File: src/sv/lirs_pkg.sv
// ----------------------------------------------------------------------------
// lirs_pkg
// Shared types and constants for the linear interpolation block resampler.
// ----------------------------------------------------------------------------
package lirs_pkg;

  localparam int SAMPLE_W = 16;
  localparam int OUT_W    = 20;
  localparam int STEP_W   = 17;
  localparam int LEN_W    = 13;
  localparam int CFG_IDX_W = 2;

  // configuration register indexes
  localparam logic [CFG_IDX_W-1:0] REG_STEP_RATIO        = 2'd0;
  localparam logic [CFG_IDX_W-1:0] REG_INPUTS_PER_BLOCK  = 2'd1;
  localparam logic [CFG_IDX_W-1:0] REG_OUTPUTS_PER_BLOCK = 2'd2;

  localparam logic [STEP_W-1:0] STEP_RATIO_RST        = 17'd67200;
  localparam logic [LEN_W-1:0]  INPUTS_PER_BLOCK_RST  = 13'd2100;
  localparam logic [LEN_W-1:0]  OUTPUTS_PER_BLOCK_RST = 13'd2048;
  localparam logic [STEP_W-1:0] STEP_ONE              = 17'h10000;  // 1.0 in Q1.16

  // queue between front and back
  localparam int Q_DEPTH = 4;
  localparam int Q_PTR_W = $clog2(Q_DEPTH);
  localparam int Q_LVL_W = $clog2(Q_DEPTH + 1);

  typedef struct packed {
    logic signed [SAMPLE_W-1:0] prev_i;
    logic signed [SAMPLE_W-1:0] prev_q;
    logic signed [SAMPLE_W-1:0] cur_i;
    logic signed [SAMPLE_W-1:0] cur_q;
    logic                       block_last;
  } lirs_samp_t;

  typedef struct packed {
    logic               full;
    logic               empty;
    logic [Q_LVL_W-1:0] level;
  } lirs_q_stat_t;

endpackage

File: src/sv/linear_interp_block_resampler.sv
// ----------------------------------------------------------------------------
// linear_interp_block_resampler
// Block-wise linear interpolation resampler for signed 16-bit I/Q streams.
// ----------------------------------------------------------------------------
// Usage:
//   in_*  : one I/Q sample per transaction, I in tdata[15:0], Q in [31:16].
//   out_* : interpolated I/Q, 4 fraction bits, tlast on a block's final output.
//           Inputs that fall between output positions give no transaction.
//   cfg_* : register writes (index 0 step_ratio, 1 inputs_per_block,
//           2 outputs_per_block); always ready, write only while idle.
// Throughput: one sample per cycle while the queue is not full. The front end
//   decides per sample combinationally; the blend pipe takes one output per cycle unless stalled.
// Path: a producing sample is written to the queue when its transaction is
//   accepted, then registered in the multiply stage, then in the round stage
//   into the output reg, from which it is presented on out_*.
// Reset (rst_n low, synchronous): block position, output count and phase
//   return to zero, registers to 67200 / 2100 / 2048, queue and pipe empty.
// Stall: when out_tready is low the output reg holds, the pipe fills, then
//   the four-entry queue; in_tready drops only once the queue is full.
// ----------------------------------------------------------------------------
module linear_interp_block_resampler
  import lirs_pkg::*;
#(
  parameter int MAX_BLOCK_LEN = 4096,
  parameter int FRACTION_BITS = 16
) (
  input  logic                 clk,
  input  logic                 rst_n,
  // input stream
  input  logic                 in_tvalid,
  output logic                 in_tready,
  input  logic [31:0]          in_tdata,    // [15:0] sample_i, [31:16] sample_q
  // result stream
  output logic                 out_tvalid,
  input  logic                 out_tready,
  output logic [39:0]          out_tdata,   // [19:0] out_i, [39:20] out_q
  output logic                 out_tlast,   // block_last
  // configuration writes
  input  logic                 cfg_valid,
  output logic                 cfg_ready,
  input  logic [CFG_IDX_W-1:0] cfg_index,
  input  logic [STEP_W-1:0]    cfg_data
);

  // position counter holds 0..MAX_BLOCK_LEN
  localparam int POS_W = $clog2(MAX_BLOCK_LEN + 1);
  localparam int Q_W   = $bits(lirs_samp_t) + FRACTION_BITS;

  logic [STEP_W-1:0] step_ratio_r;
  logic [LEN_W-1:0]  inputs_per_block_r;
  logic [LEN_W-1:0]  outputs_per_block_r;

  lirs_q_stat_t               q_stat;
  logic                       f_push;
  lirs_samp_t                 f_samp;
  logic [FRACTION_BITS-1:0]   f_frac;
  logic [POS_W-1:0]           phase_int, position;
  logic [Q_W-1:0]             q_rd_data;
  lirs_samp_t                 b_samp;
  logic [FRACTION_BITS-1:0]   b_frac;
  logic                       b_ready;
  logic signed [OUT_W-1:0]    res_i, res_q;

  // configuration: no back-pressure, decode and write
  assign cfg_ready = 1'b1;

  always_ff @(posedge clk) begin
    if (!rst_n) begin
      step_ratio_r        <= STEP_RATIO_RST;
      inputs_per_block_r  <= INPUTS_PER_BLOCK_RST;
      outputs_per_block_r <= OUTPUTS_PER_BLOCK_RST;
    end else if (cfg_valid && cfg_ready) begin
      unique case (cfg_index)
        REG_STEP_RATIO:        step_ratio_r        <= cfg_data;
        REG_INPUTS_PER_BLOCK:  inputs_per_block_r  <= cfg_data[LEN_W-1:0];
        REG_OUTPUTS_PER_BLOCK: outputs_per_block_r <= cfg_data[LEN_W-1:0];
        default: ;  // unmapped index, write dropped
      endcase
    end
  end

  // front: position tracking and output decision
  lirs_front #(
    .MAX_BLOCK_LEN (MAX_BLOCK_LEN),
    .FRACTION_BITS (FRACTION_BITS),
    .POS_W         (POS_W)
  ) u_front (
    .clk               (clk),
    .rst_n             (rst_n),
    .in_valid          (in_tvalid),
    .in_ready          (in_tready),
    .in_sample_i       (in_tdata[15:0]),
    .in_sample_q       (in_tdata[31:16]),
    .step_ratio        (step_ratio_r),
    .inputs_per_block  (inputs_per_block_r),
    .outputs_per_block (outputs_per_block_r),
    .q_full            (q_stat.full),
    .push              (f_push),
    .push_samp         (f_samp),
    .push_frac         (f_frac),
    .phase_int         (phase_int),
    .position          (position)
  );

  // queue of blend jobs
  lirs_fifo #(
    .WIDTH (Q_W)
  ) u_fifo (
    .clk       (clk),
    .rst_n     (rst_n),
    .push      (f_push),
    .push_data ({f_frac, f_samp}),
    .pop       (b_ready),
    .pop_data  (q_rd_data),
    .stat      (q_stat)
  );

  assign b_samp = q_rd_data[$bits(lirs_samp_t)-1:0];
  assign b_frac = q_rd_data[Q_W-1 -: FRACTION_BITS];

  // back: blend pipe and output register
  lirs_back #(
    .FRACTION_BITS (FRACTION_BITS)
  ) u_back (
    .clk       (clk),
    .rst_n     (rst_n),
    .in_valid  (!q_stat.empty),
    .in_ready  (b_ready),
    .in_samp   (b_samp),
    .in_frac   (b_frac),
    .out_valid (out_tvalid),
    .out_ready (out_tready),
    .out_i     (res_i),
    .out_q     (res_q),
    .out_last  (out_tlast)
  );

  assign out_tdata = {res_q, res_i};

`ifndef ASSERT_OFF
  // queue occupancy never exceeds its depth
  a_q_level: assert property (@(posedge clk) disable iff (!rst_n)
    q_stat.level <= Q_LVL_W'(Q_DEPTH))
    else $error("queue level above depth");

  // next output position never runs ahead of the next input index
  a_phase_bound: assert property (@(posedge clk) disable iff (!rst_n)
    phase_int <= position)
    else $error("phase accumulator ahead of block position");

  // a job is only queued on an accepted input transaction
  a_push_on_accept: assert property (@(posedge clk) disable iff (!rst_n)
    f_push |-> (in_tvalid && in_tready && !q_stat.full))
    else $error("queue push without input transaction");
`endif

endmodule

File: src/sv/lirs_fifo.sv
// ----------------------------------------------------------------------------
// lirs_fifo
// Short register queue decoupling the sample front end from the blend pipe.
// ----------------------------------------------------------------------------
module lirs_fifo
  import lirs_pkg::*;
#(
  parameter int WIDTH = 8
) (
  input  logic             clk,
  input  logic             rst_n,
  input  logic             push,
  input  logic [WIDTH-1:0] push_data,
  input  logic             pop,
  output logic [WIDTH-1:0] pop_data,
  output lirs_q_stat_t     stat
);

  logic [WIDTH-1:0]   mem_r [Q_DEPTH];
  logic [Q_PTR_W-1:0] wr_ptr_r, wr_ptr_nxt;
  logic [Q_PTR_W-1:0] rd_ptr_r, rd_ptr_nxt;
  logic [Q_LVL_W-1:0] level_r, level_nxt;
  logic               do_push, do_pop;

  assign stat.full  = (level_r == Q_LVL_W'(Q_DEPTH));
  assign stat.empty = (level_r == '0);
  assign stat.level = level_r;

  assign do_push = push && !stat.full;
  assign do_pop  = pop && !stat.empty;

  assign pop_data = mem_r[rd_ptr_r];

  always_comb begin
    wr_ptr_nxt = do_push ? wr_ptr_r + Q_PTR_W'(1) : wr_ptr_r;
    rd_ptr_nxt = do_pop  ? rd_ptr_r + Q_PTR_W'(1) : rd_ptr_r;
    level_nxt  = level_r;
    if (do_push && !do_pop) begin
      level_nxt = level_r + Q_LVL_W'(1);
    end else if (do_pop && !do_push) begin
      level_nxt = level_r - Q_LVL_W'(1);
    end
  end

  always_ff @(posedge clk) begin
    if (!rst_n) begin
      wr_ptr_r <= '0;
      rd_ptr_r <= '0;
      level_r  <= '0;
    end else begin
      wr_ptr_r <= wr_ptr_nxt;
      rd_ptr_r <= rd_ptr_nxt;
      level_r  <= level_nxt;
    end
  end

  always_ff @(posedge clk) begin
    if (do_push) begin
      mem_r[wr_ptr_r] <= push_data;
    end
  end

endmodule

File: src/sv/lirs_front.sv
// ----------------------------------------------------------------------------
// lirs_front
// Sample front end: block position, phase accumulator, output decision.
// ----------------------------------------------------------------------------
module lirs_front
  import lirs_pkg::*;
#(
  parameter int MAX_BLOCK_LEN = 4096,
  parameter int FRACTION_BITS = 16,
  parameter int POS_W         = 13
) (
  input  logic                       clk,
  input  logic                       rst_n,
  input  logic                       in_valid,
  output logic                       in_ready,
  input  logic signed [SAMPLE_W-1:0] in_sample_i,
  input  logic signed [SAMPLE_W-1:0] in_sample_q,
  input  logic [STEP_W-1:0]          step_ratio,
  input  logic [LEN_W-1:0]           inputs_per_block,
  input  logic [LEN_W-1:0]           outputs_per_block,
  input  logic                       q_full,
  output logic                       push,
  output lirs_samp_t                 push_samp,
  output logic [FRACTION_BITS-1:0]   push_frac,
  output logic [POS_W-1:0]           phase_int,
  output logic [POS_W-1:0]           position
);

  localparam int PH_W = POS_W + FRACTION_BITS;

  logic signed [SAMPLE_W-1:0] prev_i_r, prev_q_r;
  logic [POS_W-1:0]           pos_r, pos_nxt;
  logic [LEN_W-1:0]           cnt_r, cnt_nxt;
  logic [PH_W-1:0]            phase_r, phase_nxt;
  logic [STEP_W-1:0]          step_cl;
  logic [FRACTION_BITS:0]     step_fb;
  logic [POS_W-1:0]           last_pos;
  logic                       accept, emit;

  assign step_cl = (step_ratio < STEP_ONE) ? STEP_ONE : step_ratio;

  // rescale Q1.16 step to the accumulator's fraction width
  generate
    if (FRACTION_BITS >= 16) begin : g_step_up
      assign step_fb = (FRACTION_BITS + 1)'(step_cl) << (FRACTION_BITS - 16);
    end else begin : g_step_down
      assign step_fb = (FRACTION_BITS + 1)'(step_cl >> (16 - FRACTION_BITS));
    end
  endgenerate

  always_comb begin
    if (inputs_per_block < LEN_W'(2)) begin
      last_pos = POS_W'(2);
    end else if (32'(inputs_per_block) > MAX_BLOCK_LEN) begin
      last_pos = POS_W'(MAX_BLOCK_LEN);
    end else begin
      last_pos = POS_W'(inputs_per_block);
    end
  end

  assign phase_int = phase_r[PH_W-1 -: POS_W];
  assign position  = pos_r;

  assign in_ready = !q_full;
  assign accept   = in_valid && in_ready;
  assign emit     = (pos_r != '0) && (cnt_r < outputs_per_block) &&
                    (phase_int == pos_r - POS_W'(1));
  assign push     = accept && emit;

  assign push_samp.prev_i     = prev_i_r;
  assign push_samp.prev_q     = prev_q_r;
  assign push_samp.cur_i      = in_sample_i;
  assign push_samp.cur_q      = in_sample_q;
  assign push_samp.block_last = (cnt_r + LEN_W'(1) == outputs_per_block);
  assign push_frac            = phase_r[FRACTION_BITS-1:0];

  always_comb begin
    pos_nxt   = pos_r;
    cnt_nxt   = cnt_r;
    phase_nxt = phase_r;
    if (accept) begin
      if (emit) begin
        cnt_nxt   = cnt_r + LEN_W'(1);
        phase_nxt = phase_r + PH_W'(step_fb);
      end
      if (pos_r >= last_pos) begin
        // block end: this sample becomes index 0 of the next block
        pos_nxt   = POS_W'(1);
        cnt_nxt   = '0;
        phase_nxt = '0;
      end else begin
        pos_nxt = pos_r + POS_W'(1);
      end
    end
  end

  always_ff @(posedge clk) begin
    if (!rst_n) begin
      pos_r   <= '0;
      cnt_r   <= '0;
      phase_r <= '0;
    end else begin
      pos_r   <= pos_nxt;
      cnt_r   <= cnt_nxt;
      phase_r <= phase_nxt;
    end
  end

  always_ff @(posedge clk) begin
    if (accept) begin
      prev_i_r <= in_sample_i;
      prev_q_r <= in_sample_q;
    end
  end

endmodule

File: src/sv/lirs_back.sv
// ----------------------------------------------------------------------------
// lirs_back
// Blend pipe: difference times fraction, then base add, round and scale.
// ----------------------------------------------------------------------------
module lirs_back
  import lirs_pkg::*;
#(
  parameter int FRACTION_BITS = 16
) (
  input  logic                     clk,
  input  logic                     rst_n,
  input  logic                     in_valid,
  output logic                     in_ready,
  input  lirs_samp_t               in_samp,
  input  logic [FRACTION_BITS-1:0] in_frac,
  output logic                     out_valid,
  input  logic                     out_ready,
  output logic signed [OUT_W-1:0]  out_i,
  output logic signed [OUT_W-1:0]  out_q,
  output logic                     out_last
);

  localparam int PR_W = FRACTION_BITS + 18;

  logic                       s1_v_r, out_v_r;
  logic                       s1_ready, s2_ready;
  logic signed [SAMPLE_W:0]   diff_i, diff_q;
  logic signed [FRACTION_BITS:0] frac_s;
  logic signed [PR_W-1:0]     prod_i, prod_q;
  logic signed [PR_W-1:0]     s1_prod_i_r, s1_prod_q_r;
  logic signed [SAMPLE_W-1:0] s1_prev_i_r, s1_prev_q_r;
  logic                       s1_last_r;
  logic signed [PR_W-1:0]     sum_i, sum_q, rnd;
  logic signed [OUT_W-1:0]    out_i_r, out_q_r;
  logic                       out_last_r;

  assign s2_ready = !out_v_r || out_ready;
  assign s1_ready = !s1_v_r || s2_ready;
  assign in_ready = s1_ready;

  // prev*(F-f) + cur*f = prev*F + (cur-prev)*f
  assign diff_i = (SAMPLE_W + 1)'(in_samp.cur_i) - (SAMPLE_W + 1)'(in_samp.prev_i);
  assign diff_q = (SAMPLE_W + 1)'(in_samp.cur_q) - (SAMPLE_W + 1)'(in_samp.prev_q);
  assign frac_s = signed'({1'b0, in_frac});
  assign prod_i = diff_i * frac_s;
  assign prod_q = diff_q * frac_s;

  // times 16, half up: add 2^(FB-5), keep bits from FB-4
  assign rnd   = PR_W'(1) <<< (FRACTION_BITS - 5);
  assign sum_i = (PR_W'(s1_prev_i_r) <<< FRACTION_BITS) + s1_prod_i_r + rnd;
  assign sum_q = (PR_W'(s1_prev_q_r) <<< FRACTION_BITS) + s1_prod_q_r + rnd;

  always_ff @(posedge clk) begin
    if (!rst_n) begin
      s1_v_r  <= 1'b0;
      out_v_r <= 1'b0;
    end else begin
      if (s1_ready) begin
        s1_v_r <= in_valid;
      end
      if (s2_ready) begin
        out_v_r <= s1_v_r;
      end
    end
  end

  always_ff @(posedge clk) begin
    if (s1_ready && in_valid) begin
      s1_prod_i_r <= prod_i;
      s1_prod_q_r <= prod_q;
      s1_prev_i_r <= in_samp.prev_i;
      s1_prev_q_r <= in_samp.prev_q;
      s1_last_r   <= in_samp.block_last;
    end
    if (s2_ready && s1_v_r) begin
      out_i_r    <= sum_i[FRACTION_BITS-4 +: OUT_W];
      out_q_r    <= sum_q[FRACTION_BITS-4 +: OUT_W];
      out_last_r <= s1_last_r;
    end
  end

  assign out_valid = out_v_r;
  assign out_i     = out_i_r;
  assign out_q     = out_q_r;
  assign out_last  = out_last_r;

endmodule
File: config.mk
export PLATFORM = sky130hd
export DESIGN_NAME = linear_interp_block_resampler
export DESIGN_NICKNAME = d
export VERILOG_FILES = /design/src/sv/lirs_pkg.sv /design/src/sv/linear_interp_block_resampler.sv /design/src/sv/lirs_fifo.sv /design/src/sv/lirs_front.sv /design/src/sv/lirs_back.sv
export SDC_FILE = /design/constraint.sdc
export NUM_CORES = 2
export LEC_CHECK = 0
export BUFFER_PORTS_ARGS = -buffer_cell sky130_fd_sc_hd__clkbuf_2
export CORE_AREA = 5 5 419 421
export DETAILED_ROUTE_END_ITERATION = 7
export DIE_AREA = 0 0 424 426
export GPL_TIMING_DRIVEN = 0
export SLEW_MARGIN = 20
export SYNTH_ARGS = -nofsm -noshare
export SYNTH_HDL_FRONTEND = slang
export SYNTH_SLANG_ARGS = --single-unit
File: constraint.sdc
create_clock -name clk -period 25.1 [get_ports clk]
set_input_delay 2.51 -clock clk [delete_from_list [all_inputs] [get_ports clk]]
set_output_delay 2.51 -clock clk [all_outputs]
set_load 0.005 [all_outputs]
Word level (Yosys, flattened, before mapping)

Memories as Yosys holds them, arrays and structs flattened. A register that Yosys moved wholly into a read port is not among the register bits.
Cells that the tools add are included.

Add/sub/neg operators: 14
Multiply operators: 2
Magnitude comparators: 5
Equality and inequality tests: 5
Multiplexer cells: 14
Reductions and logical operators: 26

Operators by type and width:

| kind                   | number |
|---|---|
| $mux 13                | 5 |
| $add 32x13->32 const B | 2 |
| $add 32x32->32         | 2 |
| $mul 17x17->32         | 2 |
| $mux 29                | 2 |
| $sub 16x16->17         | 2 |
| $add 29x17->29         | 1 |
| $add 13x1->13 const B  | 2 |
| $eq 13x13->1           | 2 |
| $lt 17x17->1 const B   | 1 |
| $mux 17                | 1 |
| $ge 13x13->1           | 1 |
| $gt 13x13->1 const B   | 1 |
| $lt 13x13->1           | 1 |
| $lt 13x2->1 const B    | 1 |
| $reduce_bool 13->1     | 1 |
| $sub 13x1->13 const B  | 1 |
| $logic_and 1x1->1      | 9 |
| $reduce_and 2->1       | 4 |
| $logic_not 1->1        | 6 |
| $mux 3                 | 2 |
| $add 2x1->2 const B    | 2 |
| $mux 2                 | 2 |
| $reduce_bool 2->1      | 2 |
| other kinds (9)        | 11 |

Register bits: 277
Bits in writable memories: 324
Input bits: 56
Output and inout port bits: 44
Logic and storage cells: 88
Memories kept: 1

Memories:

| memory       | depth | bits a word | read ports | clocked after Yosys merged registers in | wr ports | line            | source |
|---|---|---|---|---|---|---|---|
| u_fifo.mem_r | 4     | 81          | 1          | 1                                       | 1        | lirs_fifo.sv:19 | `logic [WIDTH-1:0] mem_r [Q_DEPTH];` |

Depth between registers and ports, before layout

Depth after elaboration: 9
Mapped depth: 37
Depth with buffers taken out: 33

Hierarchy

A second synthesis with hierarchy kept.

Cells, all modules: 4418
Area, all modules: 48141.2 µm²

Modules (own cells, without submodules):

| module                        | times used | cells an instance | area an instance (µm²) |
|---|---|---|---|
| lirs_back                     | 1          | 3135              | 28399.7 |
| lirs_fifo                     | 1          | 471               | 12251.8 |
| lirs_front                    | 1          | 638               | 5735.5 |
| linear_interp_block_resampler | 1          | 174               | 1754.2 |

Worst setup path before layout

No wires, ideal clock.

Path kind: register to register
From: reg (tool-made name)
To: reg u_back.s1_prod_i_r[31] (data pin)
Library setup time: 276 ps
Arrival: 9433 ps
Data required time: 24824 ps
Slack: 15392 ps
Cell stages (with the launch flop): 34
Buffers on the path: 4
Cells stage by stage: dfxtp_1 clkbuf_1 clkbuf_1 buf_1 mux4_2 ha_1 fa_1 nor2b_1 o31a_1 o211ai_1 a21oi_1 a2111oi_0 nor2_1 a31oi_1 a31oi_1 nor2_1 fa_1 inv_1 fa_1 clkbuf_1 xor2_1 xnor2_1 fa_1 inv_1 fa_1 fa_1 xor2_1 xnor2_1 xnor2_1 xnor2_1 mux2i_1 o311a_1 o311ai_0 xor2_1

RTL lines:

| what                 | line            | source |
|---|---|---|
| to (signal assigned) | lirs_back.sv:69 | `s1_prod_i_r <= prod_i;` |
| to (decl)            | lirs_back.sv:30 | `logic signed [PR_W-1:0] s1_prod_i_r, s1_prod_q_r;` |

==> impl_metrics.py <==
metrics = {
    "status": {
        "status": "finished, final reports clean",
    },
    "hold_path": {
        "whs_path_depth": 0,
        "hp-start": "u_back.s1_last_r",
        "hp-class": "reg -> reg",
        "hold_end": "u_back.out_last",
    },
    "synthesis": {
        "synth-async-reset-ratio": 0,
        "syn-num-nets": 5068,
        "yosysTopAreaCell": "edfxtp_1",
        "synth_seq_cells": 581,
        "synth_seq_area_share": 0.3563,
        "synth_edf_count": 472,
        "avgSynthCellArea_um2": 10.90,
        "synth.most_common_cell": "inv_1",
        "yosysWarningCount": 0,
        "synth_area_leaders": "edfxtp_1 (31%), fa_1 (23%), ha_1 (7.6%)",
        "ys.flop_type": "edfxtp_1",
        "syn_area_um2": 45900,
        "synth_common_cells": "inv_1 (747), fa_1 (524), edfxtp_1 (472)",
        "synthCells": 4211,
        "synth.top_cell.area_share": 0.3088,
        "ys_types": 77,
    },
    "sta": {
        "period_minus_slack_ns": 12.79,
        "setup_viol_count_final": 0,
        "finalCritPeriodShare": 0.5097,
        "rsz0062_at_grt": "false",
        "timing.final.ws_setup_ns": 12.31,
        "skew_ns": 0.04112,
        "worst_pin_slew_ns": 1.295,
        "setup-tns-final_ns": 0,
        "fmax_mhz": 78.16,
        "max-slew-margin-rel": 0.1306,
        "hold_viol_final": 0,
        "slew_violations": 0,
    },
    "routing": {
        "first_iter_violations": 2238,
        "wl_per_cell_um": 18.59,
        "postRouteAntennaNets": 0,
        "num_vias": 31200,
        "firstDrtPassIters": 6,
        "drt_wl_total_mm": 124.0,
        "vias_per_cell": 4.675,
        "drc": 0,
    },
    "floorplan": {
        "chipHeight_um": 426,
        "die_w_um": 424,
        "num_rows": 152,
        "ios": 100,
        "core_region_area_um2": 171000,
        "die_area_um2": 180600,
        "initial_core_util": 0.2685,
    },
    "critical_path": {
        "crit_buf_inv": 7,
        "slowest_delay_ns": 0.81,
        "worst_setup_path_end_kind": "register",
        "r2r_cells": 34,
        "crit_family": "adder cells",
        "critPathLaunchType": "register",
        "crit_top_cell": "fa_1",
        "rr_endpoint": "u_back.s1_prod_i_r[31]",
        "critPathSlowestCell": "clkbuf_1",
        "arrival_ns": 13.13,
        "worstSetupPathType": "reg -> reg",
        "required_ns": 25.43,
        "critPathMaxFanout": 10,
        "r2r_slack_ns": 12.31,
    },
    "finish": {
        "drive_gt1_frac": 0.07838,
        "stdcell_area_um2": 51770,
        "seqCellArea_um2": 16360,
        "n_fill_cell": 17370,
        "multi_input_area_um2": 26240,
        "nets": 5249,
        "area_growth_pct": 12.78,
        "insertedDiodeCount": 0,
        "post-route-util": 0.3028,
    },
    "clocking": {
        "cts-resized-gates": 0,
        "numCtsBuffers": 66,
        "clk_pin_slew_ns": 0.06,
        "clock-sinks": 581,
        "postCtsSetupBuffers": 0,
        "cts.path.max_buffers": 3,
        "clock_latency_ns": 0.64,
        "cts_tree": "yes",
        "cts_max_level": 3,
        "holdBufCountCts": 0,
        "root_buffer": "clkbuf_16",
    },
    "global_route": {
        "gr-usage-all-layers": 0.1373,
        "grt_pass1_wl_mm": 191.3,
        "grt_antenna_before_repair": 6,
        "grt_overflow": 0,
        "grt_max_degree": 43,
        "grt_pass1_vias": 32300,
    },
    "place": {
        "dp_slack_ns": 12.04,
        "place.gp.congestion": 0.9105,
        "port_buffers": 98,
        "hpwl_mm": 97.98,
        "post_dp_cell_area_um2": 49610,
    },
    "flow_run": {
        "drv_cap": 0,
    },
}
-- logic make-up after synthesis --
logic type | synth area share
compound gates | 0.07000
xor+xnor | 0.04422
fa+ha+maj | 0.3041
buf+inv | 0.07434
flops | 0.3563
mux | 0.04034
other cells | 0.00008170
simple gates | 0.1106
-- per-layer routing --
layer	global-route usage	part of all wire	routed length, um
met1	0.1776	0.42	51960
met2	0.2340	0.48	59790
met3	0.02475	0.068	8421
met4	0.04261	0.031	3823
met5	0	0.00023	29
-- worst register-to-register path, delay by kind of cell, from the launching register on --
| family | cells | cell delay, ns |
|---|---|---|
| adders and majority gates | 7 | 3.40 |
| muxes | 2 | 0.85 |
| DFF | 1 | 0.33 |
| xor gates and xnor gates | 7 | 1.88 |
| AOI/OAI and AO/OA | 8 | 2.20 |
| buffers and inverters | 7 | 3.17 |
| and+or+nand+nor | 3 | 0.68 |
-- state kept, by name, summed over array words and instances (netlist names), named ones only --
name,cells
u_back.out_q,20
u_front.position,13
u_front.phase_r,29
u_back.out_valid,1
u_back.s1_prev_i_r,16
u_fifo.mem_r,324
u_back.s1_prev_q_r,16
outputs_per_block_r,13
u_front.prev_i_r,16
u_back.out_i,20
step_ratio_r,17
u_back.s1_last_r,1
inputs_per_block_r,13
u_back.out_last,1
u_fifo.level_r,3
u_fifo.rd_ptr_r,2
u_fifo.wr_ptr_r,2
u_back.s1_v_r,1
u_front.cnt_r,13
u_back.s1_prod_i_r,21
u_back.s1_prod_q_r,21
u_front.prev_q_r,16
-- worst max path at each step --
stage,depth (start not counted),end,from,slack [ns]
after CTS,34,u_back.s1_prod_i_r[31],register,11.95
after floorplan,33,u_back.s1_prod_i_r[31],register,15.39
after global routing,34,u_back.s1_prod_i_r[31],register,11.52
final,34,u_back.s1_prod_i_r[31],register,12.31
after detailed placement,34,u_back.s1_prod_i_r[31],register,12.04
after global placement,34,u_back.s1_prod_i_r[30],register,12.27
-- area by class of cell --
| type | instances | area share |
|---|---|---|
| multi-input cells | 2728 | 0.5070 |
| flip-flops and latches | 581 | 0.3160 |
| clock inverters | 36 | 0.007444 |
| plain buffers | 151 | 0.01153 |
| repair buffers | 113 | 0.01590 |
| well taps | 2233 | 0.05397 |
| inverters | 751 | 0.05448 |
| clock buffers | 80 | 0.03374 |
-- placed cells by master (no fill, tap or decap), drive strengths merged, types with 16 or more instances in the layout --
cell	synthesis	layout
a21boi	52	52
a21o	21	21
a21oi	84	84
a22oi	16	16
a311oi	20	20
a31oi	41	41
and2	38	38
and3	21	21
buf	30	44
clkbuf	121	300
clkinv	4	29
dfxtp	109	109
edfxtp	472	472
fa	524	524
ha	277	277
inv	747	750
mux4	70	70
nand2	426	426
nand2b	30	30
nand3	74	74
nor2	342	342
nor2b	36	36
nor3	68	68
nor4	19	19
o211ai	24	24
o21a	32	32
o21ai	74	74
or3	18	18
xnor2	149	149
xor2	81	81
-- stage by stage --
| stage | cells | hold WS (ns) |
|---|---|---|
| 2_1_floorplan | 4211 | 0.4003 |
| 3_3_place_gp | 6542 | 0.4475 |
| 3_5_place_dp | 6557 | 0.4314 |
| 4_1_cts | 6673 | 0.4458 |
| 5_1_grt | 6673 | 0.4462 |
| 6_report | 6673 | 0.4455 |
Power is left out: the tool's default activity adds up to more than one toggle a clock period on the data nets, which glitch-free logic cannot reach.
